File: config.mk
export PLATFORM = sky130hd
export DESIGN_NAME = xor_checked_frame_builder
export DESIGN_NICKNAME = d
export VERILOG_FILES = /design/src/design/xcfb_pkg.sv /design/src/design/xcfb_front.sv /design/src/design/xcfb_job_fifo.sv /design/src/design/xcfb_back.sv /design/src/design/xor_checked_frame_builder.sv
export SDC_FILE = /design/constraint.sdc
export NUM_CORES = 1
export LEC_CHECK = 0
export ABC_AREA = 1
export BUFFER_PORTS_ARGS = -buffer_cell sky130_fd_sc_hd__buf_2
export CORE_UTILIZATION = 60
export CTS_CLUSTER_SIZE = 20
export DETAILED_ROUTE_END_ITERATION = 10
export GPL_TIMING_DRIVEN = 0
export HOLD_SLACK_MARGIN = 0.06
export MAX_ROUTING_LAYER = met4
export PLACE_DENSITY = 0.79
export SYNTH_ARGS = -nofsm -noshare
export SYNTH_HDL_FRONTEND = slang
export SYNTH_SLANG_ARGS = --single-unit
File: constraint.sdc
create_clock -name clk -period 3.4 [get_ports clk]
set_clock_uncertainty 0.1 [all_clocks]
set_input_delay 0.34 -clock clk [delete_from_list [all_inputs] [get_ports clk]]
set_output_delay 0.34 -clock clk [all_outputs]
set_load 0.1 [all_outputs]
File: src/design/xcfb_pkg.sv
// Shared types and constants for the XOR-checked frame builder.
`timescale 1ns / 1ps

package xcfb_pkg;

  // Input opcodes
  localparam logic OP_START = 1'b0;
  localparam logic OP_DATA  = 1'b1;

  // Configuration register indexes
  localparam logic REG_MASTER_TOKEN = 1'b0;
  localparam logic REG_SLAVE_TOKEN  = 1'b1;

  // Frame constants
  localparam logic [7:0] FRAME_FLAG = 8'h7E;
  localparam logic [7:0] LEN_OFFSET = 8'd4;

  // Job queue depth between front and back (power of two)
  localparam int JQ_DEPTH = 4;

  // Sequencer step counter width (longest run is eight bytes)
  localparam int STEP_W = 3;

  typedef enum logic [1:0] {
    JOB_ERR,
    JOB_START,
    JOB_DATA
  } job_kind_t;

  typedef enum logic [3:0] {
    SEL_FLAG,
    SEL_LEN4,
    SEL_CMD,
    SEL_LEN,
    SEL_MTOK,
    SEL_STOK,
    SEL_DATA,
    SEL_XOR,
    SEL_CLOSE,
    SEL_ERR
  } byte_sel_t;

  // One classified item as handed from front to back
  typedef struct packed {
    job_kind_t  kind;
    logic [7:0] command;
    logic [6:0] length;
    logic [7:0] data;
    logic       trailer;   // frame closes after this item
  } job_t;

endpackage

File: src/design/xcfb_front.sv
// Front end: accepts items, tracks frame state and classifies each item into a job.
`timescale 1ns / 1ps

module xcfb_front #(
  parameter int MAX_PAYLOAD = 64
) (
  input  logic             clk,
  input  logic             rst_n,
  input  logic             accept,
  input  logic             opcode,
  input  logic [7:0]       command,
  input  logic [6:0]       payload_length,
  input  logic [7:0]       data_byte,
  output xcfb_pkg::job_t   job
);
  import xcfb_pkg::*;

  logic       frame_open_r, frame_open_nxt;
  logic [6:0] bytes_left_r, bytes_left_nxt;
  logic       len_bad;

  assign len_bad = {1'b0, payload_length} > 8'(MAX_PAYLOAD);

  // Classify and compute the next frame state
  always_comb begin
    frame_open_nxt = frame_open_r;
    bytes_left_nxt = bytes_left_r;
    job.kind       = JOB_ERR;
    job.command    = command;
    job.length     = payload_length;
    job.data       = data_byte;
    job.trailer    = 1'b0;
    if (opcode == OP_START) begin
      if (!len_bad) begin
        job.kind       = JOB_START;
        job.trailer    = (payload_length == 7'd0);
        frame_open_nxt = (payload_length != 7'd0);
        bytes_left_nxt = payload_length;
      end
    end else if (frame_open_r) begin
      job.kind       = JOB_DATA;
      job.trailer    = (bytes_left_r == 7'd1);
      frame_open_nxt = (bytes_left_r != 7'd1);
      bytes_left_nxt = bytes_left_r - 7'd1;
    end
  end

  always_ff @(posedge clk) begin
    if (!rst_n) begin
      frame_open_r <= 1'b0;
      bytes_left_r <= 7'd0;
    end else if (accept) begin
      frame_open_r <= frame_open_nxt;
      bytes_left_r <= bytes_left_nxt;
    end
  end

endmodule

File: src/design/xcfb_job_fifo.sv
// Short job queue that decouples the front end from the byte sequencer.
`timescale 1ns / 1ps

module xcfb_job_fifo (
  input  logic           clk,
  input  logic           rst_n,
  input  logic           wr_en,
  input  xcfb_pkg::job_t wr_job,
  input  logic           rd_en,
  output xcfb_pkg::job_t rd_job,
  output logic           full,
  output logic           empty
);
  import xcfb_pkg::*;

  localparam int PTR_W = $clog2(JQ_DEPTH);
  localparam int CNT_W = $clog2(JQ_DEPTH + 1);

  job_t             slots_r [JQ_DEPTH];
  logic [PTR_W-1:0] wr_ptr_r, rd_ptr_r;
  logic [CNT_W-1:0] count_r;
  logic             do_wr, do_rd;

  assign full   = (count_r == CNT_W'(JQ_DEPTH));
  assign empty  = (count_r == '0);
  assign do_wr  = wr_en && !full;
  assign do_rd  = rd_en && !empty;
  assign rd_job = slots_r[rd_ptr_r];

  // Storage
  always_ff @(posedge clk) begin
    if (do_wr) begin
      slots_r[wr_ptr_r] <= wr_job;
    end
  end

  // Pointers and fill level
  always_ff @(posedge clk) begin
    if (!rst_n) begin
      wr_ptr_r <= '0;
      rd_ptr_r <= '0;
      count_r  <= '0;
    end else begin
      if (do_wr) wr_ptr_r <= wr_ptr_r + 1'b1;
      if (do_rd) rd_ptr_r <= rd_ptr_r + 1'b1;
      if (do_wr && !do_rd)      count_r <= count_r + 1'b1;
      else if (do_rd && !do_wr) count_r <= count_r - 1'b1;
    end
  end

endmodule

File: src/design/xcfb_back.sv
// Back end: expands jobs into frame bytes, keeps the checksum and the output register.
`timescale 1ns / 1ps

module xcfb_back (
  input  logic           clk,
  input  logic           rst_n,
  input  logic           cfg_we,
  input  logic           cfg_index,
  input  logic [7:0]     cfg_wdata,
  input  logic           job_valid,
  input  xcfb_pkg::job_t job,
  output logic           job_done,
  input  logic           pop,
  output logic           empty,
  output logic [7:0]     out_byte,
  output logic           out_run_last,
  output logic           out_frame_end,
  output logic           out_error
);
  import xcfb_pkg::*;

  // Last step of each run
  localparam logic [STEP_W-1:0] START_HDR_LAST = STEP_W'(5);
  localparam logic [STEP_W-1:0] START_TRL_LAST = STEP_W'(7);
  localparam logic [STEP_W-1:0] DATA_TRL_LAST  = STEP_W'(2);

  logic [7:0]        master_token_r, slave_token_r;
  logic [STEP_W-1:0] step_r, step_nxt;
  logic [7:0]        xor_r, xor_nxt;
  logic              out_valid_r;
  logic [7:0]        byte_r;
  logic              run_last_r, frame_end_r, error_r;

  byte_sel_t  sel;
  logic       last_step;
  logic       advance;
  logic [7:0] cur_byte;

  // Configuration registers
  always_ff @(posedge clk) begin
    if (!rst_n) begin
      master_token_r <= 8'd0;
      slave_token_r  <= 8'd0;
    end else if (cfg_we) begin
      case (cfg_index)
        REG_MASTER_TOKEN: master_token_r <= cfg_wdata;
        REG_SLAVE_TOKEN:  slave_token_r  <= cfg_wdata;
        default:          ;
      endcase
    end
  end

  // Pick the byte for the current step of the job
  always_comb begin
    sel       = SEL_ERR;
    last_step = 1'b1;
    case (job.kind)
      JOB_START: begin
        case (step_r)
          3'd0:    sel = SEL_FLAG;
          3'd1:    sel = SEL_LEN4;
          3'd2:    sel = SEL_CMD;
          3'd3:    sel = SEL_LEN;
          3'd4:    sel = SEL_MTOK;
          3'd5:    sel = SEL_STOK;
          3'd6:    sel = SEL_XOR;
          default: sel = SEL_CLOSE;
        endcase
        last_step = (step_r == (job.trailer ? START_TRL_LAST : START_HDR_LAST));
      end
      JOB_DATA: begin
        case (step_r)
          3'd0:    sel = SEL_DATA;
          3'd1:    sel = SEL_XOR;
          default: sel = SEL_CLOSE;
        endcase
        last_step = job.trailer ? (step_r == DATA_TRL_LAST) : 1'b1;
      end
      default: begin
        sel       = SEL_ERR;
        last_step = 1'b1;
      end
    endcase
  end

  // Byte value and checksum update
  always_comb begin
    cur_byte = 8'd0;
    xor_nxt  = xor_r;
    case (sel)
      SEL_FLAG: begin
        cur_byte = FRAME_FLAG;
        xor_nxt  = 8'd0;
      end
      SEL_LEN4: begin
        cur_byte = {1'b0, job.length} + LEN_OFFSET;
        xor_nxt  = xor_r ^ cur_byte;
      end
      SEL_CMD: begin
        cur_byte = job.command;
        xor_nxt  = xor_r ^ cur_byte;
      end
      SEL_LEN: begin
        cur_byte = {1'b0, job.length};
        xor_nxt  = xor_r ^ cur_byte;
      end
      SEL_MTOK: begin
        cur_byte = master_token_r;
        xor_nxt  = xor_r ^ cur_byte;
      end
      SEL_STOK: begin
        cur_byte = slave_token_r;
        xor_nxt  = xor_r ^ cur_byte;
      end
      SEL_DATA: begin
        cur_byte = job.data;
        xor_nxt  = xor_r ^ cur_byte;
      end
      SEL_XOR: begin
        cur_byte = xor_r;
      end
      SEL_CLOSE: begin
        cur_byte = FRAME_FLAG;
        xor_nxt  = 8'd0;
      end
      default: begin
        cur_byte = 8'd0;
      end
    endcase
  end

  // One byte moves into the output register when it is free or being taken
  assign advance  = job_valid && (!out_valid_r || pop);
  assign job_done = advance && last_step;
  assign step_nxt = last_step ? '0 : step_r + 1'b1;

  always_ff @(posedge clk) begin
    if (!rst_n) begin
      step_r      <= '0;
      xor_r       <= 8'd0;
      out_valid_r <= 1'b0;
    end else begin
      if (advance) begin
        step_r      <= step_nxt;
        xor_r       <= xor_nxt;
        out_valid_r <= 1'b1;
      end else if (pop) begin
        out_valid_r <= 1'b0;
      end
    end
  end

  // Output payload
  always_ff @(posedge clk) begin
    if (advance) begin
      byte_r      <= cur_byte;
      run_last_r  <= last_step;
      frame_end_r <= (sel == SEL_CLOSE);
      error_r     <= (sel == SEL_ERR);
    end
  end

  assign empty         = !out_valid_r;
  assign out_byte      = byte_r;
  assign out_run_last  = run_last_r;
  assign out_frame_end = frame_end_r;
  assign out_error     = error_r;

endmodule

File: src/design/xor_checked_frame_builder.sv
// Top level of the flag-delimited frame builder with XOR checksum.
// The first result of an item passes through the job queue and then the output register.
// The byte sequencer sends one byte per cycle while the output is free or being popped;
// bytes per item: data 1, or 3 when closing; start 6, or 8 with a zero length; error 1.
// The input side takes one item per cycle until the four-entry job queue fills.
// Reset (synchronous, active low) closes any frame, empties the queue and zeroes the tokens.
`timescale 1ns / 1ps

module xor_checked_frame_builder #(
  parameter int MAX_PAYLOAD = 64
) (
  input  logic       clk,
  input  logic       rst_n,
  // Configuration
  input  logic       cfg_we,
  input  logic       cfg_index,
  input  logic [7:0] cfg_wdata,
  // Input items
  input  logic       push,
  output logic       full,
  input  logic       in_opcode,
  input  logic [7:0] in_command,
  input  logic [6:0] in_payload_length,
  input  logic [7:0] in_data_byte,
  // Result items
  output logic       empty,
  input  logic       pop,
  output logic [7:0] out_byte,
  output logic       out_run_last,
  output logic       out_frame_end,
  output logic       out_error
);
  import xcfb_pkg::*;

  job_t front_job, head_job;
  logic accept;
  logic q_empty;
  logic job_done;

  assign accept = push && !full;

  xcfb_front #(
    .MAX_PAYLOAD(MAX_PAYLOAD)
  ) u_front (
    .clk            (clk),
    .rst_n          (rst_n),
    .accept         (accept),
    .opcode         (in_opcode),
    .command        (in_command),
    .payload_length (in_payload_length),
    .data_byte      (in_data_byte),
    .job            (front_job)
  );

  xcfb_job_fifo u_queue (
    .clk    (clk),
    .rst_n  (rst_n),
    .wr_en  (accept),
    .wr_job (front_job),
    .rd_en  (job_done),
    .rd_job (head_job),
    .full   (full),
    .empty  (q_empty)
  );

  xcfb_back u_back (
    .clk           (clk),
    .rst_n         (rst_n),
    .cfg_we        (cfg_we),
    .cfg_index     (cfg_index),
    .cfg_wdata     (cfg_wdata),
    .job_valid     (!q_empty),
    .job           (head_job),
    .job_done      (job_done),
    .pop           (pop),
    .empty         (empty),
    .out_byte      (out_byte),
    .out_run_last  (out_run_last),
    .out_frame_end (out_frame_end),
    .out_error     (out_error)
  );

endmodule

==> flow_summary_export.csv <==
group,metric,value,unit
worst_setup_path,crit_required,3.62,ns
global_routing,grt_pass1_wl,27700,um
final_layout,drive_above_1_share,16.67,%
synthesis,yosysMostFrequentCell,"nand2_1",
worst_setup_path,path_max_fanout,17,
floorplanning,die_w,113.0,um
route,drt_iter0_markers,574,
final_layout,antenna_cells,0,
floorplanning,io_pins,51,
final_layout,area_growth,18.08,%
worst_setup_path,path_delay_family,"compound AO/OA/AOI/OAI gates",
synthesis,synth.cell_area,7398,sq um
sta,finalMaxSlewViolations,0,
synthesis,synth_cells,757,
global_routing,grt_usage,29.91,%
synthesis,netlist.area_leader.share,46.68,%
synthesis,synth_compound_area_share,12.04,%
route,vias,5905,
placement,dpl.hpwl,11620,um
synthesis,ys.flop_type,"edfxtp_1",
worst_setup_path,arrival,3.41,ns
synthesis,synth_top_family_by_area,"simple AND/OR/NAND/NOR gates",
sta,slew_headroom,23.63,%
global_routing,antenna_found_initial,0,
clock_tree,cts.path.max_buffers,2,
worst_setup_path,path_class,"flop to flop",
synthesis,synth_commonest_cells,"nand2_1, edfxtp_1, nor2_1",
sta,tightest_slew,1.142,ns
route,via_per_inst,5.876,
global_routing,grt_max_degree,27,
clock_tree,cts_tree,"built",
sta,whs,0.06926,ns
route,ant_nets,0,
worst_setup_path,path_common_cell,"a21oi_1",
placement,dp_slack,-0.4925,ns
sta,fin_setup_tns,0,ns
worst_hold_path,hp-class,"input port to flop",
clock_tree,cts_made_buffers,17,
global_routing,grt_overflow,0,
synthesis,synth_top_cells_by_area,"edfxtp_1, dfxtp_1, nand2_1",
placement,gp_congestion,0.8946,
synthesis,ys_warn_count,0,
route,wire_per_inst,17.67,um
synthesis,synth_top_cell_by_area,"edfxtp_1",
sta,min_period,3.186,ns
job,cap_violations,0,
clock_tree,clk_pin_slew_worst_paths,0.07,ns
synthesis,synthesis.nets,811,
synthesis,ys_async_sr_fraction,0,%
global_routing,grt_pass1_vias,5583,
floorplanning,design.die.area,12780,sq um
route,first_pass_iters,5,
pwr,leakagePower,0.003491,uW
synthesis,synthSimpleGateAreaFrac,19.85,%
worst_setup_path,cpMaxStageDelayCell,"fa_1",
synthesis,synth_seq_cells,160,
clock_tree,root_buffer,"clkbuf_16",
final_layout,fin_util,72.73,%
worst_setup_path,max_stage_delay,0.37,ns
synthesis,synthMuxAreaShare,0,%
sta,setup_slack,0.2145,ns
synthesis,synthXorXnorAreaFrac,1.302,%
synthesis,syn_avg_cell_area,9.773,sq um
sta,hold_viol,0,
final_layout,nets,899,
worst_setup_path,cp-end-kind,"flop",
floorplanning,initial_core_util,61.59,%
pwr,power_density,985.0,nW/um^2
sta,period_share,93.69,%
synthesis,synthAdderAreaFrac,2.807,%
worst_setup_path,critPathBufInv,5,
synthesis,synth_cell_type_count,50,
worst_setup_path,cp_cell_sequence,"clkbuf_4, inv_6, a21oi_1, a32oi_4, inv_1, ha_1, inv_2, o21a_1, nand2_1, nand2_2, ha_1, inv_1, fa_1, a21oi_1, o21ai_0, o21ai_1, a21oi_1",
pwr,power.total,8605,uW
floorplanning,coreArea,12010,sq um
pwr,vdd_drop_max,485.9,uV
worst_setup_path,cp-start-kind,"flop",
sta,finalSetupViolCount,0,
synthesis,synth_edf_count,115,
placement,io_buffers,48,
route,routed_wirelength,17760,um
clock_tree,htree_levels,4,
clock_tree,cts_sinks,160,
clock_tree,clkLatencyLatePin,0.44,ns
synthesis,ys_seq_area_share,58.85,%
floorplanning,rows,40,
sta,rsz0062_at_grt,"false",
floorplanning,die_y,113.0,um
outcome,run_status,"finished clean",
sta,fmax,313.9,MHz
route,drc,0,
logic make-up (layout without fill, tap and decap cells):
kind of cell               Yosys count  count (layout)
AOI/OAI and AO/OA                  157             157
and+or+nand+nor                    328             328
buffers and inverters               85             186
DFF                                160             160
xor gates and xnor gates            11              11
adders and majority gates           16              16
final timing paths:
kind / cells after the start / startpoint / end / slack [ns]
worst max-delay path: 17 / flop / u_queue.count_r[2] / 0.21
worst min-delay path: 3 / cfg_wdata[0] / u_back.master_token_r[0] / 0.07
worst max register to register: 17 / flop / u_queue.count_r[2] / 0.21
worst min register to register: 2 / u_back.master_token_r[3] / u_back.master_token_r[3] / 0.37
registers in the layout (all words and copies together), names as in the netlist, named ones only:
name                   cells
u_back.out_frame_end       1
u_back.slave_token_r       8
u_back.out_run_last        1
u_front.frame_open_r       1
u_queue.wr_ptr_r           2
u_queue.rd_ptr_r           2
u_queue.count_r            3
u_front.bytes_left_r       7
u_back.master_token_r      8
u_back.out_error           1
u_queue.slots_r          104
u_back.out_valid_r         1
u_back.xor_r               8
u_back.out_byte            8
u_back.step_r              3
per-stage QoR:
step	cells	area, sq um
floorplan	757	7403
global placement	952	7828
detailed placement	952	7858
CTS	1003	8692
global route	1005	8736
finish	1005	8736
cell usage in the layout, fill, tap and decap left out, types with 4 or more instances in the layout:
| cell type | netlist | layout |
|---|---|---|
| nand3_1 | 62 | 62 |
| clkinv_4 | 1 | 4 |
| edfxtp_1 | 115 | 115 |
| nor2_1 | 112 | 108 |
| inv_2 | 8 | 8 |
| xor2_1 | 8 | 8 |
| buf_6 | 5 | 5 |
| ha_1 | 15 | 15 |
| a31oi_1 | 5 | 5 |
| nand2_1 | 119 | 118 |
| inv_1 | 49 | 48 |
| nor2_2 | 5 | 5 |
| nand2_4 | 4 | 4 |
| dlygate4sd3_1 | 0 | 23 |
| a21oi_1 | 31 | 31 |
| buf_2 | 10 | 53 |
| clkbuf_16 | 0 | 17 |
| inv_8 | 0 | 6 |
| nand4_1 | 4 | 4 |
| nor2_4 | 2 | 6 |
| o21ai_0 | 82 | 81 |
| o22ai_1 | 14 | 14 |
| inv_6 | 0 | 4 |
| nand2_2 | 8 | 9 |
| dfxtp_1 | 45 | 45 |
| clkbuf_1 | 7 | 6 |
power breakdown:
group / switching, uW / internal, uW
combinational: 2930 / 1130
sequential: 137 / 2490
clock: 875 / 1050
routing by layer:
metal | share of wire (%) | GRT usage [%] | vias up
met4 | 2.4 | 14.12 | 0
met5 | 0 | - | -
met3 | 7.0 | 5.999 | 52
met2 | 50 | 48.67 | 273
met1 | 41 | 36.01 | 2774
li1 | - | - | 2806
worst reg2reg max path, delay by kind of cell, from the launching register on:
| family | cells | cell delay (ns) |
|---|---|---|
| buffers and inverters | 5 | 0.64 |
| adders and majority gates | 3 | 0.89 |
| DFF | 1 | 0.30 |
| AOI/OAI and AO/OA | 7 | 0.91 |
| and+or+nand+nor | 2 | 0.21 |
timing repair:
action	in CTS	in global routing
gates resized for setup	7	9
cloned	0	0
setup endpoints to repair	18	3
hold buffers	23	0
buffers inserted	0	2
pin swaps	0	1
hold endpoints to repair	74	0
area by class of cell:
cell class                 instances  area, sq um
tap                              147        183.9
fill                             845         3276
inverter                          60        247.7
multi-input combinational        512         2728
clock inverter                    15        165.2
sequential                       160         4354
clock buffer                      17        425.4
timing repair buffer              73        485.5
buffer                            21        146.4
(Power assumes the default switching activity.)
